`config.mk`:
```
export PLATFORM = sky130hd
export DESIGN_NAME = tbp_core
export DESIGN_NICKNAME = d
export VERILOG_FILES = /design/src/hw/rtl/tbp_pkg.sv /design/src/hw/rtl/tbp_core.sv
export SDC_FILE = /design/constraint.sdc
export NUM_CORES = 1
export LEC_CHECK = 0
export BUFFER_PORTS_ARGS = -buffer_cell sky130_fd_sc_hd__buf_2
export CAP_MARGIN = 20
export CORE_ASPECT_RATIO = 2
export CORE_MARGIN = 2
export CORE_UTILIZATION = 54
export CTS_BUF_LIST = sky130_fd_sc_hd__clkbuf_8 sky130_fd_sc_hd__clkbuf_16
export DETAILED_ROUTE_END_ITERATION = 7
export PLACE_DENSITY_LB_ADDON = 0.05
export SYNTH_ARGS = -nofsm -noshare
export SYNTH_HDL_FRONTEND = slang
export SYNTH_SLANG_ARGS = --single-unit
```
`constraint.sdc`:
```
create_clock -name clk_i -period 3.62 [get_ports clk_i]
set_input_delay 0.181 -clock clk_i [delete_from_list [all_inputs] [get_ports clk_i]]
set_output_delay 0.181 -clock clk_i [all_outputs]
set_load 0.03 [all_outputs]
```
`src/hw/rtl/tbp_pkg.sv`:
```
// Shared types, constants and helpers of the tournament branch predictor.
package tbp_pkg;

  localparam int unsigned TABLE_ENTRIES_DEF = 2048;
  localparam int unsigned HISTORY_BITS_DEF  = 11;

  typedef logic [1:0] ctr_t;

  localparam ctr_t CTR_STRONG_TAKEN  = 2'd3;
  localparam ctr_t CTR_STRONG_NTAKEN = 2'd0;
  localparam ctr_t CHO_STRONG_GSHARE = 2'd0;
  localparam ctr_t CHO_STRONG_BIMOD  = 2'd3;

  typedef struct packed {
    logic [31:0] branch_address;
    logic        taken;
  } tbp_in_t;

  typedef struct packed {
    logic        final_prediction;
    logic        prediction_correct;
    logic        gshare_prediction;
    logic        bimodal_prediction;
    logic [31:0] correct_total;
  } tbp_out_t;

  typedef struct packed {
    ctr_t bim;
    ctr_t cho;
    ctr_t gsh;
  } tbp_ctrs_t;

  typedef enum logic [1:0] {
    ST_CLEAR,
    ST_IDLE,
    ST_UPDATE
  } tbp_state_e;

  function automatic ctr_t train2(ctr_t c, logic up);
    ctr_t r;
    r = c;
    if (up) begin
      if (c != CTR_STRONG_TAKEN) r = c + 2'd1;
    end else begin
      if (c != CTR_STRONG_NTAKEN) r = c - 2'd1;
    end
    return r;
  endfunction

endpackage

```
`src/hw/rtl/tbp_core.sv`:
```
// Sequencer: table clearing, index forming, prediction, training and result register.
module tbp_core #(
  parameter int unsigned TABLE_ENTRIES = tbp_pkg::TABLE_ENTRIES_DEF,
  parameter int unsigned HISTORY_BITS  = tbp_pkg::HISTORY_BITS_DEF,
  localparam int unsigned IDX_W        = $clog2(TABLE_ENTRIES)
) (
  input  logic               clk_i,
  input  logic               rst_ni,
  input  logic               in_valid_i,
  output logic               in_stall_o,
  input  tbp_pkg::tbp_in_t   in_data_i,
  output logic               out_valid_o,
  input  logic               out_stall_i,
  output tbp_pkg::tbp_out_t  out_data_o,
  output logic [IDX_W-1:0]   rd_bidx_o,
  output logic [IDX_W-1:0]   rd_gidx_o,
  output logic               wr_en_o,
  output logic [IDX_W-1:0]   wr_bidx_o,
  output logic [IDX_W-1:0]   wr_gidx_o,
  output tbp_pkg::tbp_ctrs_t wr_data_o,
  input  tbp_pkg::tbp_ctrs_t rd_data_i
);
  import tbp_pkg::*;

  localparam int unsigned XW = (IDX_W > HISTORY_BITS) ? IDX_W : HISTORY_BITS;
  localparam logic [IDX_W-1:0] LAST_IDX = IDX_W'(TABLE_ENTRIES - 1);

  tbp_state_e              state_q, state_d;
  logic [IDX_W-1:0]        clr_idx_q, clr_idx_d;
  logic [IDX_W-1:0]        bidx_q, bidx_d;
  logic [IDX_W-1:0]        gidx_q, gidx_d;
  logic                    taken_q, taken_d;
  logic [HISTORY_BITS-1:0] hist_q, hist_d;
  logic [31:0]             correct_q, correct_d;
  logic                    out_valid_q, out_valid_d;
  tbp_out_t                out_q, out_d;

  logic             in_fire;
  logic             upd_go;
  logic [XW-1:0]    bidx_x, hist_x;
  logic [IDX_W-1:0] bidx_in, gidx_in;
  logic             gp, bp, fp, ok, gok, bok;
  tbp_ctrs_t        trained;
  tbp_ctrs_t        clr_word;

  assign in_fire = in_valid_i && !in_stall_o;
  assign upd_go  = !out_valid_q || !out_stall_i;

  assign bidx_in = in_data_i.branch_address[IDX_W-1:0];
  assign bidx_x  = XW'(bidx_in);
  assign hist_x  = XW'(hist_q);
  assign gidx_in = IDX_W'(bidx_x ^ hist_x);

  assign clr_word.bim = CTR_STRONG_TAKEN;
  assign clr_word.cho = CHO_STRONG_GSHARE;
  assign clr_word.gsh = CTR_STRONG_TAKEN;

  always_comb begin
    gp  = rd_data_i.gsh[1];
    bp  = rd_data_i.bim[1];
    fp  = rd_data_i.cho[1] ? bp : gp;
    ok  = (fp == taken_q);
    gok = (gp == taken_q);
    bok = (bp == taken_q);
    trained.bim = train2(rd_data_i.bim, taken_q);
    trained.gsh = train2(rd_data_i.gsh, taken_q);
    trained.cho = rd_data_i.cho;
    if (bok && !gok) begin
      trained.cho = train2(rd_data_i.cho, 1'b1);
    end else if (gok && !bok) begin
      trained.cho = train2(rd_data_i.cho, 1'b0);
    end
  end

  always_comb begin
    state_d = state_q;
    unique case (state_q)
      ST_CLEAR: begin
        if (clr_idx_q == LAST_IDX) state_d = ST_IDLE;
      end
      ST_IDLE: begin
        if (in_fire) state_d = ST_UPDATE;
      end
      ST_UPDATE: begin
        if (upd_go) state_d = ST_IDLE;
      end
      default: state_d = ST_CLEAR;
    endcase
  end

  always_comb begin
    in_stall_o  = 1'b1;
    wr_en_o     = 1'b0;
    wr_bidx_o   = bidx_q;
    wr_gidx_o   = gidx_q;
    wr_data_o   = trained;
    rd_bidx_o   = bidx_q;
    rd_gidx_o   = gidx_q;
    clr_idx_d   = clr_idx_q;
    bidx_d      = bidx_q;
    gidx_d      = gidx_q;
    taken_d     = taken_q;
    hist_d      = hist_q;
    correct_d   = correct_q;
    out_valid_d = out_valid_q && out_stall_i;
    out_d       = out_q;
    unique case (state_q)
      ST_CLEAR: begin
        wr_en_o   = 1'b1;
        wr_bidx_o = clr_idx_q;
        wr_gidx_o = clr_idx_q;
        wr_data_o = clr_word;
        clr_idx_d = clr_idx_q + 1'b1;
      end
      ST_IDLE: begin
        in_stall_o = 1'b0;
        rd_bidx_o  = bidx_in;
        rd_gidx_o  = gidx_in;
        if (in_valid_i) begin
          bidx_d  = bidx_in;
          gidx_d  = gidx_in;
          taken_d = in_data_i.taken;
        end
      end
      ST_UPDATE: begin
        if (upd_go) begin
          wr_en_o   = 1'b1;
          hist_d    = HISTORY_BITS'({hist_q, taken_q});
          if (ok && (correct_q != 32'hFFFF_FFFF)) correct_d = correct_q + 32'd1;
          out_valid_d              = 1'b1;
          out_d.final_prediction   = fp;
          out_d.prediction_correct = ok;
          out_d.gshare_prediction  = gp;
          out_d.bimodal_prediction = bp;
          out_d.correct_total      = correct_d;
        end
      end
      default: begin
        in_stall_o = 1'b1;
      end
    endcase
  end

  always_ff @(posedge clk_i or negedge rst_ni) begin
    if (!rst_ni) begin
      state_q     <= ST_CLEAR;
      clr_idx_q   <= '0;
      hist_q      <= '0;
      correct_q   <= '0;
      out_valid_q <= 1'b0;
    end else begin
      state_q     <= state_d;
      clr_idx_q   <= clr_idx_d;
      hist_q      <= hist_d;
      correct_q   <= correct_d;
      out_valid_q <= out_valid_d;
    end
  end

  always_ff @(posedge clk_i) begin
    bidx_q  <= bidx_d;
    gidx_q  <= gidx_d;
    taken_q <= taken_d;
    out_q   <= out_d;
  end

  assign out_valid_o = out_valid_q;
  assign out_data_o  = out_q;

endmodule

```
==> results of run 1 <==
cells by family (layout without fill, tap and decap cells):
logic type | after synthesis | in the layout
and+or+nand+nor | 249 | 249
DFF | 116 | 116
AOI/OAI and AO/OA | 38 | 38
muxes | 23 | 23
adders and majority gates | 2 | 2
buffers and inverters | 35 | 167
xor gates and xnor gates | 79 | 79
worst min path at each step:
| stage | end | from |
|---|---|---|
| global placement | state_q[0]$_DFFE_PN0P_ | rst_ni |
| detailed placement | state_q[0]$_DFFE_PN0P_ | rst_ni |
| floorplan | clr_idx_q[0]$_DFFE_PN0P_ | rst_ni |
| CTS | bidx_q[6]$_DFFE_PP_ | in_data_i[7] |
| global route | bidx_q[0]$_DFFE_PP_ | in_data_i[1] |
| finish | bidx_q[6]$_DFFE_PP_ | in_data_i[7] |
area by class of cell:
| cell class | count | area [um^2] | area share |
|---|---|---|---|
| clock buffers | 19 | 453 | 0.0630 |
| repair buffers | 128 | 738 | 0.103 |
| clock inverters | 13 | 158 | 0.0219 |
| flip-flops and latches | 116 | 3200 | 0.445 |
| multi-input cells | 391 | 2450 | 0.340 |
| inverters | 7 | 26.3 | 0.00365 |
| well taps | 137 | 171 | 0.0238 |
routing by layer:
| layer | share of wire | track usage | routed length, um | vias to the layer above |
|---|---|---|---|---|
| li1 | - | - | - | 2106 |
| met1 | 0.38 | 0.255 | 5030 | 2123 |
| met2 | 0.56 | 0.447 | 7360 | 129 |
| met3 | 0.037 | 0.0423 | 492 | 20 |
| met4 | 0.020 | 0.0946 | 268 | 0 |
| met5 | 0 | 0 | 0 | - |
critical path, cell delays in order, from the launching register on:
cell and delay, ps:
dfrtp_1 450, ha_1 250, nand3_1 170, or3_1 570, o311ai_4 500, nor2_1 120, xor2_1 170
state kept, by name, indices dropped and copies added (netlist names):
name	cells
bidx_q	11
clr_idx_q	11
correct_q	32
gidx_q	11
hist_q	11
out_data_o	36
out_valid_o	1
state_q	2
taken_q	1
cells in the mapped netlist, types with 2 or more instances:
master    instances
and3_1            6
clkbuf_2          2
nand2_1         128
buf_6             4
or3_1             4
nor2b_1           2
a21oi_1          12
inv_1             5
buf_2             7
ha_1              2
nand3_1          17
o311ai_4          2
or2_2             2
xor2_1           48
nor4_1            3
nand4_1          15
and4_1            3
nor3_2            2
a31oi_1           5
mux2_2           22
nor4_2            2
nand2b_1          4
nor3_1           11
xnor2_1          31
edfxtp_1         59
dfrtp_1          57
o21ai_0           9
clkbuf_8          2
nand4_2           2
clkbuf_1         11
nor2_1           42
metrics by stage:
stage | setup slack, ps | cell area, um^2 | hold WS (ps)
finish | 1150 | 7190 | 6.42
global route | 1010 | 7190 | 0.537
CTS | 995 | 7170 | 1.35
detailed placement | 1160 | 6450 | 242
global placement | 1060 | 6430 | 238
floorplan | 929 | 5840 | -115
where the power goes:
part / total (mW) / internal (mW) / switching (mW)
registers: 1.68 / 1.55 / 0.125
clock network: 1.70 / 1.12 / 0.585
logic: 1.36 / 0.415 / 0.943
timing repair:
action	in CTS	in global routing
hold buffers	10	0
setup buffers	0	0
setup endpoints to repair	0	0
endpoints found under the hold margin	35	0
==> run_results.csv, run 1 <==
group,metric,value,unit
sta,fin_setup_tns,0,ps
placed_design,dp_hpwl,9420,um
clocking,h-tree-depth,4,
outcome,run_status,"complete, no violations",
worst_setup_path,ff2ff_setup_slack,1150,ps
finish,utilization,0.682,
floorplanning,die_y,151,um
synth,yosys.area_share.adder,0.00428,
synth,synth.area.mux_share,0.0441,
synth,ys.warnings.count,0,
sta,clock.fmax,0.404,GHz
floorplanning,dieArea,0.0117,mm^2
worst_setup_path,endpoint,"out_data_o[23]$_DFFE_PP_",
placed_design,port_buffers,110,
drt,ant_nets,0,
synth,synth_seq_cells,116,
synth,synth_cell_types,52,
drt,drt-total-wl,13200,um
floorplanning,die_w,77.5,um
worst_setup_path,cp.arrival,2620,ps
drt,vias,4378,
worst_setup_path,reg2reg_from,"correct_q[0]$_DFFE_PN0P_",
floorplanning,row_count,53,
worst_setup_path,start_kind,"register",
sta,clock_skew,10.4,ps
synth,syn_area,0.00584,mm^2
floorplanning,ios,132,
finish,final_nets,706,
synth,synth_compound_area_frac,0.0518,
grt,grt_pass1_vias,4487,
worst_setup_path,reg2reg_depth,6,
finish,drive_gt1_frac,0.283,
sta,maxSlewHeadroom,0.412,
floorplanning,initial_core_util,0.554,
synth,synthSimpleGateAreaFrac,0.200,
worst_hold_path,hold_depth,1,
synth,synth_top_family_by_area,"simple AND/OR/NAND/NOR gates",
grt,antenna_found_initial,0,
finish,mostFrequentLayoutCell,"nand2_1",
worst_setup_path,path_max_fanout,9,
placed_design,gp_congestion,0.913,
sta,finalSetupViolCount,0,
worst_setup_path,r2r-end,"out_data_o[23]$_DFFE_PP_",
synth,syn_inst,542,
power_and_ir_drop,power.density,658,mW/mm^2
synth,synth_top_flop_cell,"edfxtp_1",
synth,avgSynthCellArea,10.8,um^2
synth,synth.area.top_cells,"edfxtp_1, dfrtp_1, nand2_1, xor2_1, xnor2_1",
sta,period_share,0.683,
grt,grt_max_degree,32,
clocking,clk_path_buf_depth,2,
clocking,root_buffer,"clkbuf_16",
sta,hold_viol_final,0,
sta,rsz0062_at_grt,"no",
power_and_ir_drop,power,4.74,mW
drt,wire_per_inst,16.2,um
worst_hold_path,worstHoldPathType,"in -> reg",
worst_setup_path,cp.required,3760,ps
worst_setup_path,crit_type,"reg -> reg",
clocking,clkLatencyLatePin,400,ps
synth,synth_area_leader_cell,"edfxtp_1",
synth,synth_nets,587,
sta,worst_pin_slew,882,ps
finish,layout_common_cells,"nand2_1, buf_2, edfxtp_1",
drt,vias_per_cell,5.40,
synth,synth_xor_area_frac,0.118,
clocking,post_cts_resized,0,
power_and_ir_drop,irDropWorstVdd,0.000451,V
sta,period_needed,2470,ps
grt,gr-total-overflow,0,
finish,final_cells,811,
synth,synth_edf_count,59,
placed_design,dp.cells,768,
clocking,cts_buffers,17,
clocking,cts_tree,"done",
finish,area_growth,23.2,%
clocking,clk_pin_slew,60,ps
worst_setup_path,critPathCaptureType,"register",
drt,dr.pass1.iters,4,
synth,ys_async_sr_fraction,0.491,
grt,grt_first_pass_wirelength,21500,um
power_and_ir_drop,p_leak,3.27,nW
drt,drtIter0Drc,176,
finish,fillerInstances,834,
grt,track_usage,0.236,
synth,synth_top_area_frac,0.303,
finish,diodes,0,
sta,slew_viol_final,0,
job,cap_viol_max_count,0,
drt,drc,0,
clocking,cts.sinks,116,
synth,ys_seq_area_frac,0.548,
worst_setup_path,cp-startpoint,"correct_q[0]$_DFFE_PN0P_",
floorplanning,core-area,0.0105,mm^2
Note: power is estimated with default switching activity, not from simulation.
==> run 2: changes to the inputs <==
Clock period 3.62 ns to 2.4 ns, I/O delays scaled along.
==> run 2 against run 1 <==
Final cell count increased by 4.2%. Combinational power increased by 52%. Sequential cell count unchanged. Register-to-register slack got worse by 1100 ps. Critical endpoint is now out_data_o[26]$_DFFE_PP_. Fmax increased by 6.7%. Design area increased by 2.6%. Die area unchanged. Sequential power increased by 49%. Sequential share of layout area decreased by 1.1 points.
==> run_results.csv, run 2 (synthesis results as in run 1) <==
group,metric,value,unit
worst_setup_path,ff2ff_setup_slack,80,ps
worst_hold_path,worstHoldPathType,"in -> reg",
worst_setup_path,crit_family,"XOR/XNOR gates",
floorplanning,dieArea,0.0117,mm^2
finish,area_growth,26.4,%
worst_setup_path,crit_chain,"xnor2_1 -> inv_2 -> nand2_1 -> nor3_1 -> xor2_1",
worst_setup_path,cp.required,2540,ps
grt,grt_pass1_vias,4555,
drt,ant_nets,0,
outcome,run_status,"complete, no violations",
grt,grt_first_pass_wirelength,22100,um
placed_design,gp_congestion,0.896,
worst_setup_path,critPathCaptureType,"register",
drt,vias_per_cell,5.33,
floorplanning,ios,132,
drt,vias,4505,
worst_setup_path,reg2reg_depth,5,
worst_setup_path,worst-path-buf-inv,1,
clocking,clk_path_buf_depth,2,
clocking,clkLatencyLatePin,410,ps
grt,met2_usage,0.473,
finish,drive_gt1_frac,0.304,
grt,grt_max_degree,44,
drt,wire_per_inst,16.1,um
worst_setup_path,crit_type,"reg -> reg",
grt,track_usage,0.246,
grt,antenna_found_initial,0,
finish,final_nets,740,
worst_setup_path,reg2reg_from,"taken_q$_DFFE_PP_",
floorplanning,die_w,77.5,um
worst_setup_path,start_kind,"register",
sta,slew_viol_final,0,
power_and_ir_drop,power,6.81,mW
power_and_ir_drop,p_leak,3.39,nW
floorplanning,core-area,0.0105,mm^2
grt,busiest_layer,"met2",
sta,fin_setup_tns,0,ps
drt,drtIter0Drc,238,
sta,maxSlewHeadroom,0.425,
drt,drc,0,
sta,finalSetupViolCount,0,
worst_hold_path,hold_depth,1,
grt,grtUsageMet1,0.251,
power_and_ir_drop,irDropWorstVdd,0.000558,V
clocking,cts_buffers,17,
floorplanning,row_count,53,
clocking,h-tree-depth,4,
finish,diodes,0,
placed_design,dp_hpwl,9940,um
worst_setup_path,path_max_fanout,13,
floorplanning,initial_core_util,0.554,
clocking,clk_pin_slew,50,ps
power_and_ir_drop,power.density,922,mW/mm^2
finish,mostFrequentLayoutCell,"nand2_1",
worst_setup_path,max_stage_delay,710,ps
job,cap_viol_max_count,0,
finish,layout_common_cells,"nand2_1, buf_2, edfxtp_1",
floorplanning,die_y,151,um
clocking,cts_tree,"done",
finish,largest_register_ffs,36,
finish,utilization,0.700,
sta,worst_pin_slew,857,ps
drt,dr.pass1.iters,4,
worst_hold_path,min_delay_worst_endpoint,"out_data_o[32]$_DFFE_PP_",
clocking,root_buffer,"clkbuf_16",
sta,rsz0062_at_grt,"yes",
grt,met3_usage,0.0507,
worst_setup_path,cp.arrival,2460,ps
worst_hold_path,hold_start,"rd_data_i[5]",
placed_design,port_buffers,110,
sta,clock.fmax,0.431,GHz
sta,period_share,0.966,
worst_setup_path,cp_slowest_cell,"xnor2_1",
sta,hold_viol_final,0,
sta,clock_skew,7.71,ps
grt,gr-total-overflow,0,
sta,period_needed,2320,ps
clocking,post_cts_buffers,0,
clocking,cts.sinks,116,
worst_setup_path,r2r-end,"out_data_o[26]$_DFFE_PP_",
drt,drt-total-wl,13600,um
==> run 2: cell count changes in the layout (fill, tap and decap cells not counted), sizes merged <==
cell,before,now
buf,118,148
dlygate4sd3,10,14
clkinv,5,8
bufinv,3,1
clkbuf,19,17
clkinvlp,3,4
==> run 2: area by class of cell <==
class	count	area [um^2]
flip-flops and latches	116	3200
clock buffers	17	425
well taps	137	171
fillers	796	3160
multi-input cells	391	2470
clock inverters	15	100
repair buffers	162	988
inverters	7	26.3
==> run 2: what timing repair did <==
action / CTS / global route
resized for setup: 0 / 3
hold buffers: 14 / 0
hold endpoints to repair: 34 / 0
endpoints found under the setup margin: 0 / 8
==> run 2: layer usage <==
layer  routed length (um)  vias up  part of all wire
met5                    0        -                 0
met4                  277        0             0.020
met3                  406       23             0.030
met2                 7870      126              0.58
met1                 5070     2186              0.37
li1                     -     2170                 -
==> run 2: how the worst max path moves through the flow <==
stage                                endpoint  depth (start not counted)                startpoint
floorplan            out_data_o[23]$_DFFE_PP_                          7  correct_q[0]$_DFFE_PN0P_
global placement     out_data_o[28]$_DFFE_PP_                          7  correct_q[1]$_DFFE_PN0P_
detailed placement   out_data_o[28]$_DFFE_PP_                          7  correct_q[1]$_DFFE_PN0P_
CTS                 correct_q[13]$_DFFE_PN0P_                          6  correct_q[1]$_DFFE_PN0P_
global route         out_data_o[26]$_DFFE_PP_                          5         taken_q$_DFFE_PP_
finish               out_data_o[26]$_DFFE_PP_                          5         taken_q$_DFFE_PP_
==> run 2: where the power goes <==
part | switching, mW | leakage, nW | internal [mW]
sequential | 0.171 | 1.29 | 2.34
clock | 0.846 | 0.252 | 1.38
combinational | 1.43 | 1.85 | 0.634
==> run 2: worst reg2reg max path, cell delays in order, from the launching register on <==
cell and delay, ps:
edfxtp_1 400, xnor2_1 710, inv_2 340, nand2_1 330, nor3_1 120, xor2_1 150
==> run 2: per-stage QoR <==
stage,setup slack (ps),instances,hold WS (ps),instance area [um^2]
3_3_place_gp,195,799,131,6690
4_1_cts,121,845,35.1,7360
2_1_floorplan,289,542,-176,5840
5_1_grt,-20.8,845,55.2,7380
3_5_place_dp,131,799,147,6690
6_report,82.1,845,47.2,7380
==> run 3: changes to the inputs <==
Settings changed: CORE_UTILIZATION 54 to 49.
Clock period 2.4 ns to 2.03 ns, I/O delays scaled along.
==> run 3 against run 2 <==
Sequential share of layout area is 3.0 points lower. Via count grew 4.3%. Highest routed layer unchanged. Sequential cell count stayed put. Critical path type unchanged. Count of clock-buffer cells in the layout rose by 1. Non-clock buffer count increased by 47. Sequential power rose by 18%. Critical path depth grew 3.
==> run_results.csv, run 3 (synthesis results as in run 1) <==
group,metric,value,unit
outcome,run_status,"complete, no violations",
drt,drc,0,
clocking,cts.sinks,116,
clocking,clk_pin_slew,60,ps
worst_setup_path,start_kind,"register",
floorplanning,initial_core_util,0.499,
finish,final_nets,787,
sta,fin_hold_ws,50.9,ps
clocking,clkLatencyLatePin,410,ps
clocking,cts_buffers,17,
sta,clock_skew,9.78,ps
grt,gr-total-overflow,0,
floorplanning,dieArea,0.0129,mm^2
clocking,clk_path_buf_depth,2,
sta,finalSetupViolCount,0,
floorplanning,die_y,158,um
job,cap_viol_max_count,0,
sta,period_needed,1990,ps
drt,vias_per_cell,5.22,
sta,rsz0062_at_grt,"yes",
finish,final_cells,900,
worst_hold_path,worstHoldPathType,"in -> reg",
clocking,cts_tree,"done",
grt,track_usage,0.239,
drt,drtIter0Drc,221,
worst_setup_path,reg2reg_depth,8,
placed_design,gp_congestion,0.909,
grt,antenna_found_initial,0,
worst_setup_path,critical_path_depth,8,
sta,period_share,0.980,
power_and_ir_drop,p_leak,3.74,nW
drt,ant_nets,0,
grt,grt_pass1_vias,4803,
sta,clock.fmax,0.503,GHz
drt,dr.pass1.iters,4,
power_and_ir_drop,power.density,1090,mW/mm^2
floorplanning,die_w,81.2,um
placed_design,port_buffers,110,
finish,diodes,0,
clocking,root_buffer,"clkbuf_16",
finish,mostFrequentLayoutCell,"nand2_1",
floorplanning,row_count,56,
floorplanning,ios,132,
grt,grt_first_pass_wirelength,23100,um
worst_setup_path,cp.required,2190,ps
worst_setup_path,worst-path-buf-inv,2,
finish,area_growth,36.0,%
worst_setup_path,critPathCaptureType,"register",
finish,multiInputGateArea,0.00252,mm^2
worst_setup_path,path_max_fanout,4,
sta,worst_pin_slew,466,ps
sta,fin_setup_tns,0,ps
power_and_ir_drop,irDropWorstVdd,0.000981,V
drt,wire_per_inst,16.3,um
worst_setup_path,crit_family,"simple AND/OR/NAND/NOR gates",
worst_setup_path,cp_slowest_cell,"or3_4",
worst_setup_path,crit_chain,"ha_2 -> nand3_2 -> or3_4 -> buf_6 -> o31ai_4 -> buf_4 -> nor2_1 -> xor2_1",
drt,vias,4700,
worst_setup_path,cp.arrival,2150,ps
placed_design,dp.cells,849,
floorplanning,core-area,0.0117,mm^2
finish,largest_register_ffs,36,
sta,maxSlewHeadroom,0.687,
clocking,h-tree-depth,4,
finish,ff_latch_area,0.00320,mm^2
worst_setup_path,crit_type,"reg -> reg",
worst_setup_path,max_stage_delay,430,ps
sta,slew_viol_final,0,
finish,drive_gt1_frac,0.372,
placed_design,dp_hpwl,10600,um
finish,layout_common_cells,"nand2_1, buf_2, buf_4",
power_and_ir_drop,power,8.69,mW
worst_hold_path,hold_depth,3,
grt,grt_max_degree,51,
sta,hold_viol_final,0,
drt,drt-total-wl,14700,um
finish,fillerInstances,937,
## run 3: cell count changes in the layout (fill, tap and decap cells not counted), sizes merged
| cell | change |
|---|---|
| clkbuf | +1 |
| clkinv | -2 |
| bufinv | +3 |
| buf | +46 |
| dlygate4sd3 | +1 |
| clkinvlp | -2 |
## run 3: path summary, 6_finish.rpt
check | start | end | slack, ps
worst max-delay path | correct_q[1]$_DFFE_PN0P_ | out_data_o[5]$_DFFE_PP_ | 40
worst min-delay path | rd_data_i[5] | out_data_o[35]$_DFFE_PP_ | 50
worst max register to register | correct_q[1]$_DFFE_PN0P_ | out_data_o[5]$_DFFE_PP_ | 40
worst min register to register | clr_idx_q[7]$_DFFE_PN0P_ | clr_idx_q[7]$_DFFE_PN0P_ | 490
max in group asynchronous | rst_ni | hist_q[2]$_DFFE_PN0P_ | 1370
min in group asynchronous | rst_ni | correct_q[12]$_DFFE_PN0P_ | 100
## run 3: worst min-delay path, delay by kind of cell
| kind | cells | cell delay (ps) |
|---|---|---|
| buf+inv | 2 | 150 |
| mux | 1 | 100 |
## run 3: area by class of cell
| type | instances | area share |
|---|---|---|
| clock inverter | 14 | 0.0233 |
| tap | 145 | 0.0228 |
| clock buffer | 18 | 0.0553 |
| multi-input combinational | 391 | 0.317 |
| sequential | 116 | 0.403 |
| timing repair buffer | 209 | 0.175 |
| inverter | 7 | 0.00331 |
## run 3: what timing repair did
| action | in CTS | in global routing |
|---|---|---|
| gates resized for setup | 3 | 18 |
| hold endpoints to repair | 71 | 0 |
| hold buffers | 15 | 0 |
| pin swaps | 4 | 6 |
| setup buffers | 0 | 5 |
| endpoints found under the setup margin | 9 | 75 |
## run 3: metrics by stage
| step | util | cell area [um^2] | setup slack, ps |
|---|---|---|---|
| 6_report | 0.679 | 7940 | 40.6 |
| 3_5_place_dp | 0.603 | 7050 | -74.3 |
| 3_3_place_gp | 0.603 | 7050 | -2.10 |
| 2_1_floorplan | - | 5860 | -34.2 |
| 5_1_grt | 0.679 | 7940 | -15.1 |
| 4_1_cts | 0.670 | 7840 | 1.13 |
## run 3: power by group
| part | total (mW) | switching (mW) | internal [mW] |
|---|---|---|---|
| Sequential | 2.96 | 0.192 | 2.77 |
| Combinational | 2.58 | 1.73 | 0.843 |
| Clock | 3.15 | 1.07 | 2.08 |
| Total | 8.69 | 3.00 | 5.69 |
## run 3: per-layer routing
metal,up-vias,track usage,wire length (um)
met5,-,0,0
met4,0,0.0977,411
met3,25,0.0493,450
met2,115,0.456,8440
met1,2290,0.245,5380
li1,2270,-,-
